**src/rtl/core/pmu_pkg.sv**
```systemverilog
// ----------------------------------------------------------------------------
// pmu_pkg: shared types and constants of the polynomial multiplier unit
// Holds the request and result structs, command codes, the FSM state type
// and the widths used by the cell chain.
// ----------------------------------------------------------------------------
package pmu_pkg;

  // Number of coefficient slots in each operand store.
  localparam int MAX_TERMS = 32;
  // Coefficient precision kept in the stores.
  localparam int COEF_BITS = 8;

  // Fixed field widths of the request and result.
  localparam int CMD_W      = 2;
  localparam int POW_IN_W   = 5;
  localparam int COEF_IN_W  = 8;
  localparam int OUT_COEF_W = 21;
  localparam int POW_OUT_W  = 6;

  // Stored coefficient width: the request field never carries more than 8 bits.
  localparam int KBITS = (COEF_BITS < COEF_IN_W) ? COEF_BITS : COEF_IN_W;
  // Partial sum width: one product plus growth over all taps.
  localparam int ACC_W = 2 * KBITS + $clog2(MAX_TERMS);

  // Emit sweep: one step per product term plus one to drain the chain.
  localparam int STEP_W    = $clog2(2 * MAX_TERMS);
  localparam int LAST_STEP = 2 * MAX_TERMS - 1;

  typedef enum logic [CMD_W-1:0] {
    CMD_LOAD_A = 2'd0,
    CMD_LOAD_B = 2'd1,
    CMD_EMIT   = 2'd2
  } cmd_t;

  typedef enum logic {
    ST_IDLE,
    ST_EMIT
  } state_t;

  typedef struct packed {
    logic [CMD_W-1:0]            command;
    logic [POW_IN_W-1:0]         power;
    logic signed [COEF_IN_W-1:0] coefficient;
  } cmd_req_t;

  typedef struct packed {
    logic signed [OUT_COEF_W-1:0] product_coefficient;
    logic [POW_OUT_W-1:0]         product_power;
    logic                         last;
    logic                         all_zero;
  } res_rsp_t;

  // Per-cell control from the sequencer.
  typedef struct packed {
    logic load_a;
    logic load_b;
    logic step;
    logic clear;
  } cell_ctl_t;

endpackage

```
**src/rtl/core/pmu_cell.sv**
```systemverilog
// ----------------------------------------------------------------------------
// pmu_cell: one tap of the convolution chain
// Holds one A coefficient, one B coefficient and one partial sum. On a step
// it multiplies its A value by the broadcast B sample, adds the partial sum
// of its right neighbor and passes its own B value to its left neighbor.
// ----------------------------------------------------------------------------
module pmu_cell (
  input  logic                                clk,
  input  logic                                rst,
  input  pmu_pkg::cell_ctl_t                  ctl,
  input  logic signed [pmu_pkg::KBITS-1:0]    coef_in,
  input  logic signed [pmu_pkg::KBITS-1:0]    sample,
  input  logic signed [pmu_pkg::KBITS-1:0]    b_in,
  output logic signed [pmu_pkg::KBITS-1:0]    b_out,
  input  logic signed [pmu_pkg::ACC_W-1:0]    sum_in,
  output logic signed [pmu_pkg::ACC_W-1:0]    sum_out
);
  import pmu_pkg::*;

  logic signed [KBITS-1:0]   a_coef;
  logic signed [KBITS-1:0]   b_coef;
  logic signed [ACC_W-1:0]   sum;
  logic signed [2*KBITS-1:0] product;
  logic signed [ACC_W-1:0]   sum_next;

  // Tap product and accumulation with the neighbor's partial sum.
  always_comb begin
    product  = a_coef * sample;
    sum_next = ACC_W'(product) + sum_in;
  end

  // Store and chain registers; clear empties both stores after an emit.
  always_ff @(posedge clk) begin
    if (rst || ctl.clear) begin
      a_coef <= '0;
      b_coef <= '0;
      sum    <= '0;
    end else begin
      if (ctl.load_a) begin
        a_coef <= coef_in;
      end
      if (ctl.load_b) begin
        b_coef <= coef_in;
      end
      if (ctl.step) begin
        b_coef <= b_in;
        sum    <= sum_next;
      end
    end
  end

  assign b_out   = b_coef;
  assign sum_out = sum;

endmodule

```
**config.mk**
```make
export PLATFORM = sky130hd
export DESIGN_NAME = pmu_cell
export DESIGN_NICKNAME = d
export VERILOG_FILES = /design/src/rtl/core/pmu_pkg.sv /design/src/rtl/core/pmu_cell.sv
export SDC_FILE = /design/constraint.sdc
export NUM_CORES = 1
export LEC_CHECK = 0
export BUFFER_PORTS_ARGS = -buffer_cell sky130_fd_sc_hd__buf_2
export CAP_MARGIN = 10
export CORE_AREA = 2 2 96 98
export CTS_CLUSTER_SIZE = 25
export DETAILED_ROUTE_END_ITERATION = 12
export DIE_AREA = 0 0 98 100
export GPL_TIMING_DRIVEN = 0
export HOLD_SLACK_MARGIN = 0.03
export PLACE_DENSITY = 0.8
export SETUP_SLACK_MARGIN = 0.15
export SLEW_MARGIN = 30
export SYNTH_ARGS = -nofsm -noshare
export SYNTH_HDL_FRONTEND = slang
export SYNTH_SLANG_ARGS = --single-unit
```
**constraint.sdc**
```tcl
create_clock -name clk -period 7.1 [get_ports clk]
set_input_delay 1.065 -clock clk [delete_from_list [all_inputs] [get_ports clk]]
set_output_delay 1.065 -clock clk [all_outputs]
set_load 0.01 [all_outputs]
```
==> results of run 1 <==
==> cell families after synthesis <==
group           synth area share [%]
simple gates                   12.83
xor+xnor                       2.919
buf+inv                        7.655
flops                          14.52
compound gates                 8.660
mux                            5.520
fa+ha+maj                      47.89
==> flip-flops by register name, summed over array words and instances (netlist names) <==
signal	count
a_coef	8
b_out	8
sum_out	21
==> placed cells by master (no fill, tap or decap), types with 5 or more instances in the layout <==
master                     synthesis  layout
sky130_fd_sc_hd__fa_1             92      92
sky130_fd_sc_hd__inv_1            88      88
sky130_fd_sc_hd__buf_2             0      75
sky130_fd_sc_hd__nor2_1           50      50
sky130_fd_sc_hd__ha_1             48      48
sky130_fd_sc_hd__dfxtp_1          37      37
sky130_fd_sc_hd__nand2_1          35      35
sky130_fd_sc_hd__and2_1           31      30
sky130_fd_sc_hd__mux2i_1          27      27
sky130_fd_sc_hd__a21oi_1          21      21
sky130_fd_sc_hd__clkbuf_1         14      14
sky130_fd_sc_hd__xnor2_1          12      12
sky130_fd_sc_hd__o21ai_0           9       9
sky130_fd_sc_hd__a21o_1            7       7
sky130_fd_sc_hd__nor3_1            6       6
sky130_fd_sc_hd__a211oi_1          5       5
sky130_fd_sc_hd__xor2_1            5       5
sky130_fd_sc_hd__nand3_1           5       5
sky130_fd_sc_hd__clkbuf_8          0       5
==> area by class of cell <==
cell class              count  area share (%)
plain buffers              16           1.048
clock buffers               5           1.201
clock inverters             3          0.7645
inverters                  88           5.767
multi-input cells         391           69.31
flip-flops and latches     37           12.93
well taps                 111           2.425
repair buffers             75           6.553
==> stage by stage <==
step | utilization [%] | hold slack (ps)
2_1_floorplan | - | 482.7
4_1_cts | 64.42 | 472.8
6_report | 64.43 | 474.3
5_1_grt | 64.43 | 498.1
3_5_place_dp | 63.15 | 457.4
3_3_place_gp | 63.15 | 444.9
==> per-layer routing <==
| layer | routed length, µm | part of all wire [%] | vias up |
|---|---|---|---|
| met1 | 4892 | 42 | 1937 |
| li1 | - | - | 1851 |
| met2 | 5763 | 50 | 133 |
| met4 | 210 | 1.8 | 0 |
| met5 | 0 | 0 | - |
| met3 | 665 | 5.8 | 26 |
==> worst paths after layout <==
check                    from           to  slack (ps)  cells after the start
setup / recovery    sample[1]  sum_out[17]         610                     14
hold / removal    sum_out[11]  sum_out[11]         470                      2
setup reg to reg    a_coef[7]  sum_out[17]        1110                     14
hold reg to reg   sum_out[11]  sum_out[11]         470                      2
==> worst reg2reg max path, delay by kind of cell, from the launching register on <==
kind	cells	cell delay (ps)
flip-flops	1	310
AND/OR/NAND/NOR	1	720
adder cells (fa/ha/maj)	6	2730
buffers and inverters	1	290
XOR/XNOR	1	230
AO/OA/AOI/OAI	5	1600
==> power by group through the flow <==
stage / Combinational [mW] / Sequential (mW) / Clock, mW
after global routing: 0.783 / 0.240 / 0.199
after floorplan: 0.508 / 0.249 / 0
after global placement: 0.667 / 0.242 / 0
after detailed placement: 0.689 / 0.243 / 0
after CTS: 0.700 / 0.238 / 0.189
final: 0.699 / 0.238 / 0.189
==> parameters.txt, run 1 <==
Parameter                              Value

Outcome
  Status    finished, final reports clean

Finish
  Area of the multi-input gates    3970 µm²
  Finished Layout Cells    726
  Net count reported at finish    805
  Post-route cell area    5728 µm²
  Synthesis-to-finish area growth    12.32%
  Seq. cell area    740.7 µm²
  Layout cell share with drive strength beyond 1    14.63%
  Antenna cells    0
  Filler instances    721

Floorplan
  Overall die width    98 µm
  Io pins    80
  Chip Height    100 µm
  Die Outline Area    9800 µm²
  Area of the core region    8890 µm²
  Placement Rows    35
  Starting utilization of the core area    57.37%

Worst hold path
  Min-Delay Path Class    reg2reg

GRT
  GRT met1 Usage    33.96%
  Pin count of the biggest net entering global routing    15
  Total gr overflow    0
  Initial antenna violation count    0
  Met2 routing resource usage after global routing    42.83%
  GRT Resource Usage Total    25.15%
  Layer with the highest usage after global routing    met2
  Met3 usage in global routing    4.178%
  Number of global-route vias before repair    4219
  Wire length of the first global-routing pass    19930 µm

Clock tree
  CTS tree    done
  Max Buffers Root-to-Sink    2
  Total clock buffers created by CTS    5
  Hold_buf cts    0
  H-tree levels    2
  Number of buffers inserted to repair setup after CTS    0
  Clock latency on the worst-skew pair    300 ps
  Resized cells post-CTS    0
  Clk sinks    37
  Clock Pin Slew Worst Setup and Hold Paths    80 ps
  CTS root buf    sky130_fd_sc_hd__clkbuf_8

Placed design
  Port buffer count    75
  DP Worst Slack    400.3 ps
  Placement-stage cell area    5614 µm²
  Post-detailed-placement half-perimeter wirelength    9663 µm
  Placer's final routability congestion estimate    0.8897
  Number of placed instances with taps included    718

Logic synthesis
  Average instance area after synthesis    9.586 µm²
  Dominant cells by area after synthesis    sky130_fd_sc_hd__fa_1 36%, sky130_fd_sc_hd__dfxtp_1 15%, sky130_fd_sc_hd__ha_1 12%, sky130_fd_sc_hd__inv_1 6.5%, sky130_fd_sc_hd__mux2i_1 5.3%
  Flops & latches, synth    37
  Async set-or-reset flop fraction in the synthesized netlist    0%
  Post-synth EDFFs    0
  Count of cell types in the netlist    41
  Fraction of post-synthesis cell area in the top cell type by area    36.11%
  Top cell type by total area after synthesis    sky130_fd_sc_hd__fa_1
  Summed instance area of the synthesized netlist    5100 µm²
  Number of nets in the synthesized netlist    723
  Proportion of synthesized chip area in sequential cells    14.52%
  Warning count from the yosys run    0
  Synth Instances    532
  Most common library cells after synthesis    92 x sky130_fd_sc_hd__fa_1, 88 x sky130_fd_sc_hd__inv_1, 50 x sky130_fd_sc_hd__nor2_1, 48 x sky130_fd_sc_hd__ha_1, 37 x sky130_fd_sc_hd__dfxtp_1
  Dominant register cell in the synthesized netlist    sky130_fd_sc_hd__dfxtp_1
  Most used standard cell by instance count after synthesis    sky130_fd_sc_hd__fa_1

Pwr
  Worst ir drop on vdd    191.9 µV
  Relative contribution of the clock network to total power    16.8%
  PD cells    196.6 nW/µm²
  Internal power of the cells    0.6325 mW
  Power spent charging and discharging nets    0.4938 mW
  Static Leak    3.011 nW
  Switching share of total power    43.85%
  Total power    1.126 mW
  Share of power burned in registers    21.1%
  Comb pwr share    62.0%

Routing
  Routed vias    3947
  Number of detailed-route iterations in the first pass    5
  Post-detailed-route DRC marker count    0
  First-iteration detailed-routing DRC count    124
  Post-Route WL    11530 µm
  DR vias/cell    5.437
  Final routed wire length divided by cell count    15.88 µm
  Residual antenna-violating net count after detailed routing    0

Setup path
  Kind of cell adding the most delay to the critical path    adder cells
  Worst setup path category    in2reg
  Longest individual stage delay on the worst path    730 ps
  Cell breakdown of the critical path    clkbuf_1, and2_1, fa_1, fa_1, fa_1, fa_1, ha_1, ha_1, a2111oi_0, o21ai_0, a2111oi_2, o31ai_1, xnor2_1, o21ai_0
  Critical path data arrival time    6680 ps
  Sum of buffers and inverters on the critical path    1
  Maximum net fanout on the critical path    13
  Sort of element at the start of the critical path    input pin
  Cell occurring most often along the worst timing path    sky130_fd_sc_hd__fa_1
  Highest-delay cell along the critical path    sky130_fd_sc_hd__and2_1
  Endpoint type of the worst setup path    flop
  CP required    7280 ps

STA
  Hold Violations, Final    0
  Min Tclk post-route    6493 ps
  Setup violation total in the final timing report    0
  Setup TNS    0 ps
  Worst slew pin tran    814.3 ps
  Final slew viol count    0
  Setup repair after global routing missed its margin    no
  Max-slew headroom at the worst pin    45.72%
  Worst Skew    6.466 ps
  Portion of the clock cycle consumed by the worst path in the final layout    91.44%
  Smallest setup slack after layout    607.5 ps
  Max Fclk    154.0 MHz

Job
  Count of max-cap constraint violations    0
Power figures use the tool's default switching activity.
==> inputs of run 2 (changes only) <==
Settings changed: CORE_AREA 2 2 96 98 to 2 2 93 95, DIE_AREA 0 0 98 100 to 0 0 95 97, PLACE_DENSITY 0.8 to 0.84.
Clock period 7.1 ns to 7.63 ns, I/O delays scaled along.
==> run 2 against run 1 <==
Worst hold slack lost 1.5 ps. Routed wire length up 1.9%. Critical path depth rose by 2. Non-clock buffer count is the same. Sequential power is 7% lower. Sequential cell count did not move. Cell count down 0.83%. Setup slack improved by 470 ps. Register-to-register slack better by 580 ps. Die area decreased by 6.0%. Clock skew increased by 3.1 ps. Via count is 0.99% higher. Critical endpoint is now sum_out[20]. Highest routed layer unchanged.
==> parameters.txt, run 2 (synthesized netlist as in run 1, its figures left out) <==
Parameter                              Value

Setup path
  Worst setup path category    in2reg
  Maximum net fanout on the critical path    13 (unchanged)
  Longest individual stage delay on the worst path    730 ps (about the same)
  Cell occurring most often along the worst timing path    sky130_fd_sc_hd__fa_1
  CP required    7840 ps (+560 ps)
  Critical path data arrival time    6760 ps (+80 ps)
  Cell breakdown of the critical path    clkbuf_1, and2_1, fa_1, fa_1, fa_1, inv_1, fa_1, inv_1, ha_1, ha_1, o211a_1, a221o_1, a21oi_2, a21oi_1, or4_1, a311oi_1
  Sort of element at the start of the critical path    input pin
  Highest-delay cell along the critical path    sky130_fd_sc_hd__and2_1
  Endpoint type of the worst setup path    flop

Clock tree
  Total clock buffers created by CTS    5 (unchanged)
  Clock Pin Slew Worst Setup and Hold Paths    80 ps (about the same)
  Clock latency on the worst-skew pair    300 ps (about the same)
  CTS root buf    sky130_fd_sc_hd__clkbuf_8
  H-tree levels    2 (unchanged)
  Hold_buf cts    0 (unchanged)
  Resized cells post-CTS    0 (unchanged)
  Number of buffers inserted to repair setup after CTS    0 (unchanged)
  Max Buffers Root-to-Sink    2 (unchanged)
  CTS tree    done
  Clk sinks    37 (unchanged)

Floorplan
  Chip Height    97 µm (-3.0%)
  Starting utilization of the core area    62.70% (+5.3 points)
  Area of the core region    8134 µm² (-8.5%)
  Die Outline Area    9215 µm² (-6.0%)
  Overall die width    95 µm (-3.1%)
  Placement Rows    33 (-5.7%)
  Io pins    80 (unchanged)

Pwr
  Internal power of the cells    0.5967 mW (-5.7%)
  Worst ir drop on vdd    171.8 µV (-10%)
  Relative contribution of the clock network to total power    17.6% (+0.8 points)
  Switching share of total power    43.70% (-0.14 points)
  Share of power burned in registers    21.0% (about the same)
  Comb pwr share    61.4% (-0.6 points)
  PD cells    185.0 nW/µm² (-5.9%)
  Power spent charging and discharging nets    0.4632 mW (-6.2%)
  Static Leak    3.010 nW (about the same)

Placed design
  Placer's final routability congestion estimate    0.8806 (-1.0%)
  Port buffer count    75 (unchanged)
  Post-detailed-placement half-perimeter wirelength    9803 µm (+1.4%)

Finish
  Commonest non-fill, non-tap cell in the layout    sky130_fd_sc_hd__fa_1
  Max FFs per register    21 (unchanged)
  Leading cell types in the layout, fill and taps excluded    92 x sky130_fd_sc_hd__fa_1, 88 x sky130_fd_sc_hd__inv_1, 75 x sky130_fd_sc_hd__buf_2
  Antenna cells    0 (unchanged)
  Net count reported at finish    805 (unchanged)
  Synthesis-to-finish area growth    12.32% (unchanged)
  Layout cell share with drive strength beyond 1    14.63% (unchanged)

Routing
  Final routed wire length divided by cell count    16.32 µm (+2.7%)
  Number of detailed-route iterations in the first pass    5 (unchanged)
  Post-detailed-route DRC marker count    0 (unchanged)
  First-iteration detailed-routing DRC count    151 (+22%)
  Post-Route WL    11750 µm (+1.9%)
  DR vias/cell    5.536 (+1.8%)
  Residual antenna-violating net count after detailed routing    0 (unchanged)
  Routed vias    3986 (+0.99%)

GRT
  Total gr overflow    0 (unchanged)
  GRT Resource Usage Total    27.79% (+2.6 points)
  Initial antenna violation count    0 (unchanged)
  Wire length of the first global-routing pass    20360 µm (+2.1%)
  Pin count of the biggest net entering global routing    15 (unchanged)
  Number of global-route vias before repair    4337 (+2.8%)

STA
  Setup violation total in the final timing report    0 (unchanged)
  Final slew viol count    0 (unchanged)
  Worst Hold Slack    472.8 ps (-1.467 ps)
  Worst slew pin tran    807.9 ps (-6.384 ps)
  Portion of the clock cycle consumed by the worst path in the final layout    85.85%
  Min Tclk post-route    6550 ps
  Max Fclk    152.7 MHz
  Setup TNS    0 ps (unchanged)
  Setup repair after global routing missed its margin    no
  Hold Violations, Final    0 (unchanged)
  Worst Skew    9.580 ps (+3.114 ps)
  Max-slew headroom at the worst pin    46.14% (+0.43 points)

Worst hold path
  Min-Delay Path Class    reg2reg

Outcome
  Status    finished, final reports clean

Job
  Count of max-cap constraint violations    0 (unchanged)
==> run 2: metrics by stage <==
step	cells	cell area, µm²	util [%]	total power [mW]	setup WS, ps
final	720	5728	70.42	1.060	1080
after global routing	720	5728	70.42	1.151	867.2
after CTS	720	5727	70.40	1.058	1113
after detailed placement	712	5607	68.93	0.8670	825.7
after global placement	712	5607	68.93	0.8417	915.2
after floorplan	532	5100	-	0.7041	1446
==> run 2: metal layers <==
| layer | routed length (µm) | track usage, % |
|---|---|---|
| met5 | 0 | 0 |
| met4 | 172 | 5.686 |
| met3 | 745 | 4.984 |
| met2 | 6039 | 46.81 |
| met1 | 4792 | 37.64 |
==> run 2: final cells by class <==
cell class | count | area [µm²]
fillers | 630 | 2406
plain buffers | 16 | 60.06
flip-flops and latches | 37 | 740.7
well taps | 105 | 131.4
repair buffers | 75 | 375.4
clock inverters | 2 | 37.54
inverters | 88 | 330.3
multi-input cells | 391 | 3970
clock buffers | 6 | 82.58
==> run 2: path summary, 6_finish.rpt <==
check	to	slack, ps	start	depth (start not counted)
max reg2reg	sum_out[20]	1690	a_coef[7]	16
max	sum_out[20]	1080	sample[1]	16
min reg2reg	sum_out[17]	470	sum_out[17]	2
min	sum_out[17]	470	sum_out[17]	2
==> run 2: power groups by stage <==
stage	clock network [mW]	registers, mW	logic, mW
after global routing	0.193	0.224	0.735
after detailed placement	0	0.226	0.641
final	0.186	0.222	0.651
after global placement	0	0.226	0.616
after floorplan	0	0.232	0.472
after CTS	0.185	0.222	0.651
==> run 2: critical path, delay by kind of cell <==
kind	cells	cell delay, ps
compound gates	5	1160
buf+inv	3	470
fa+ha+maj	6	2770
simple gates	2	1200
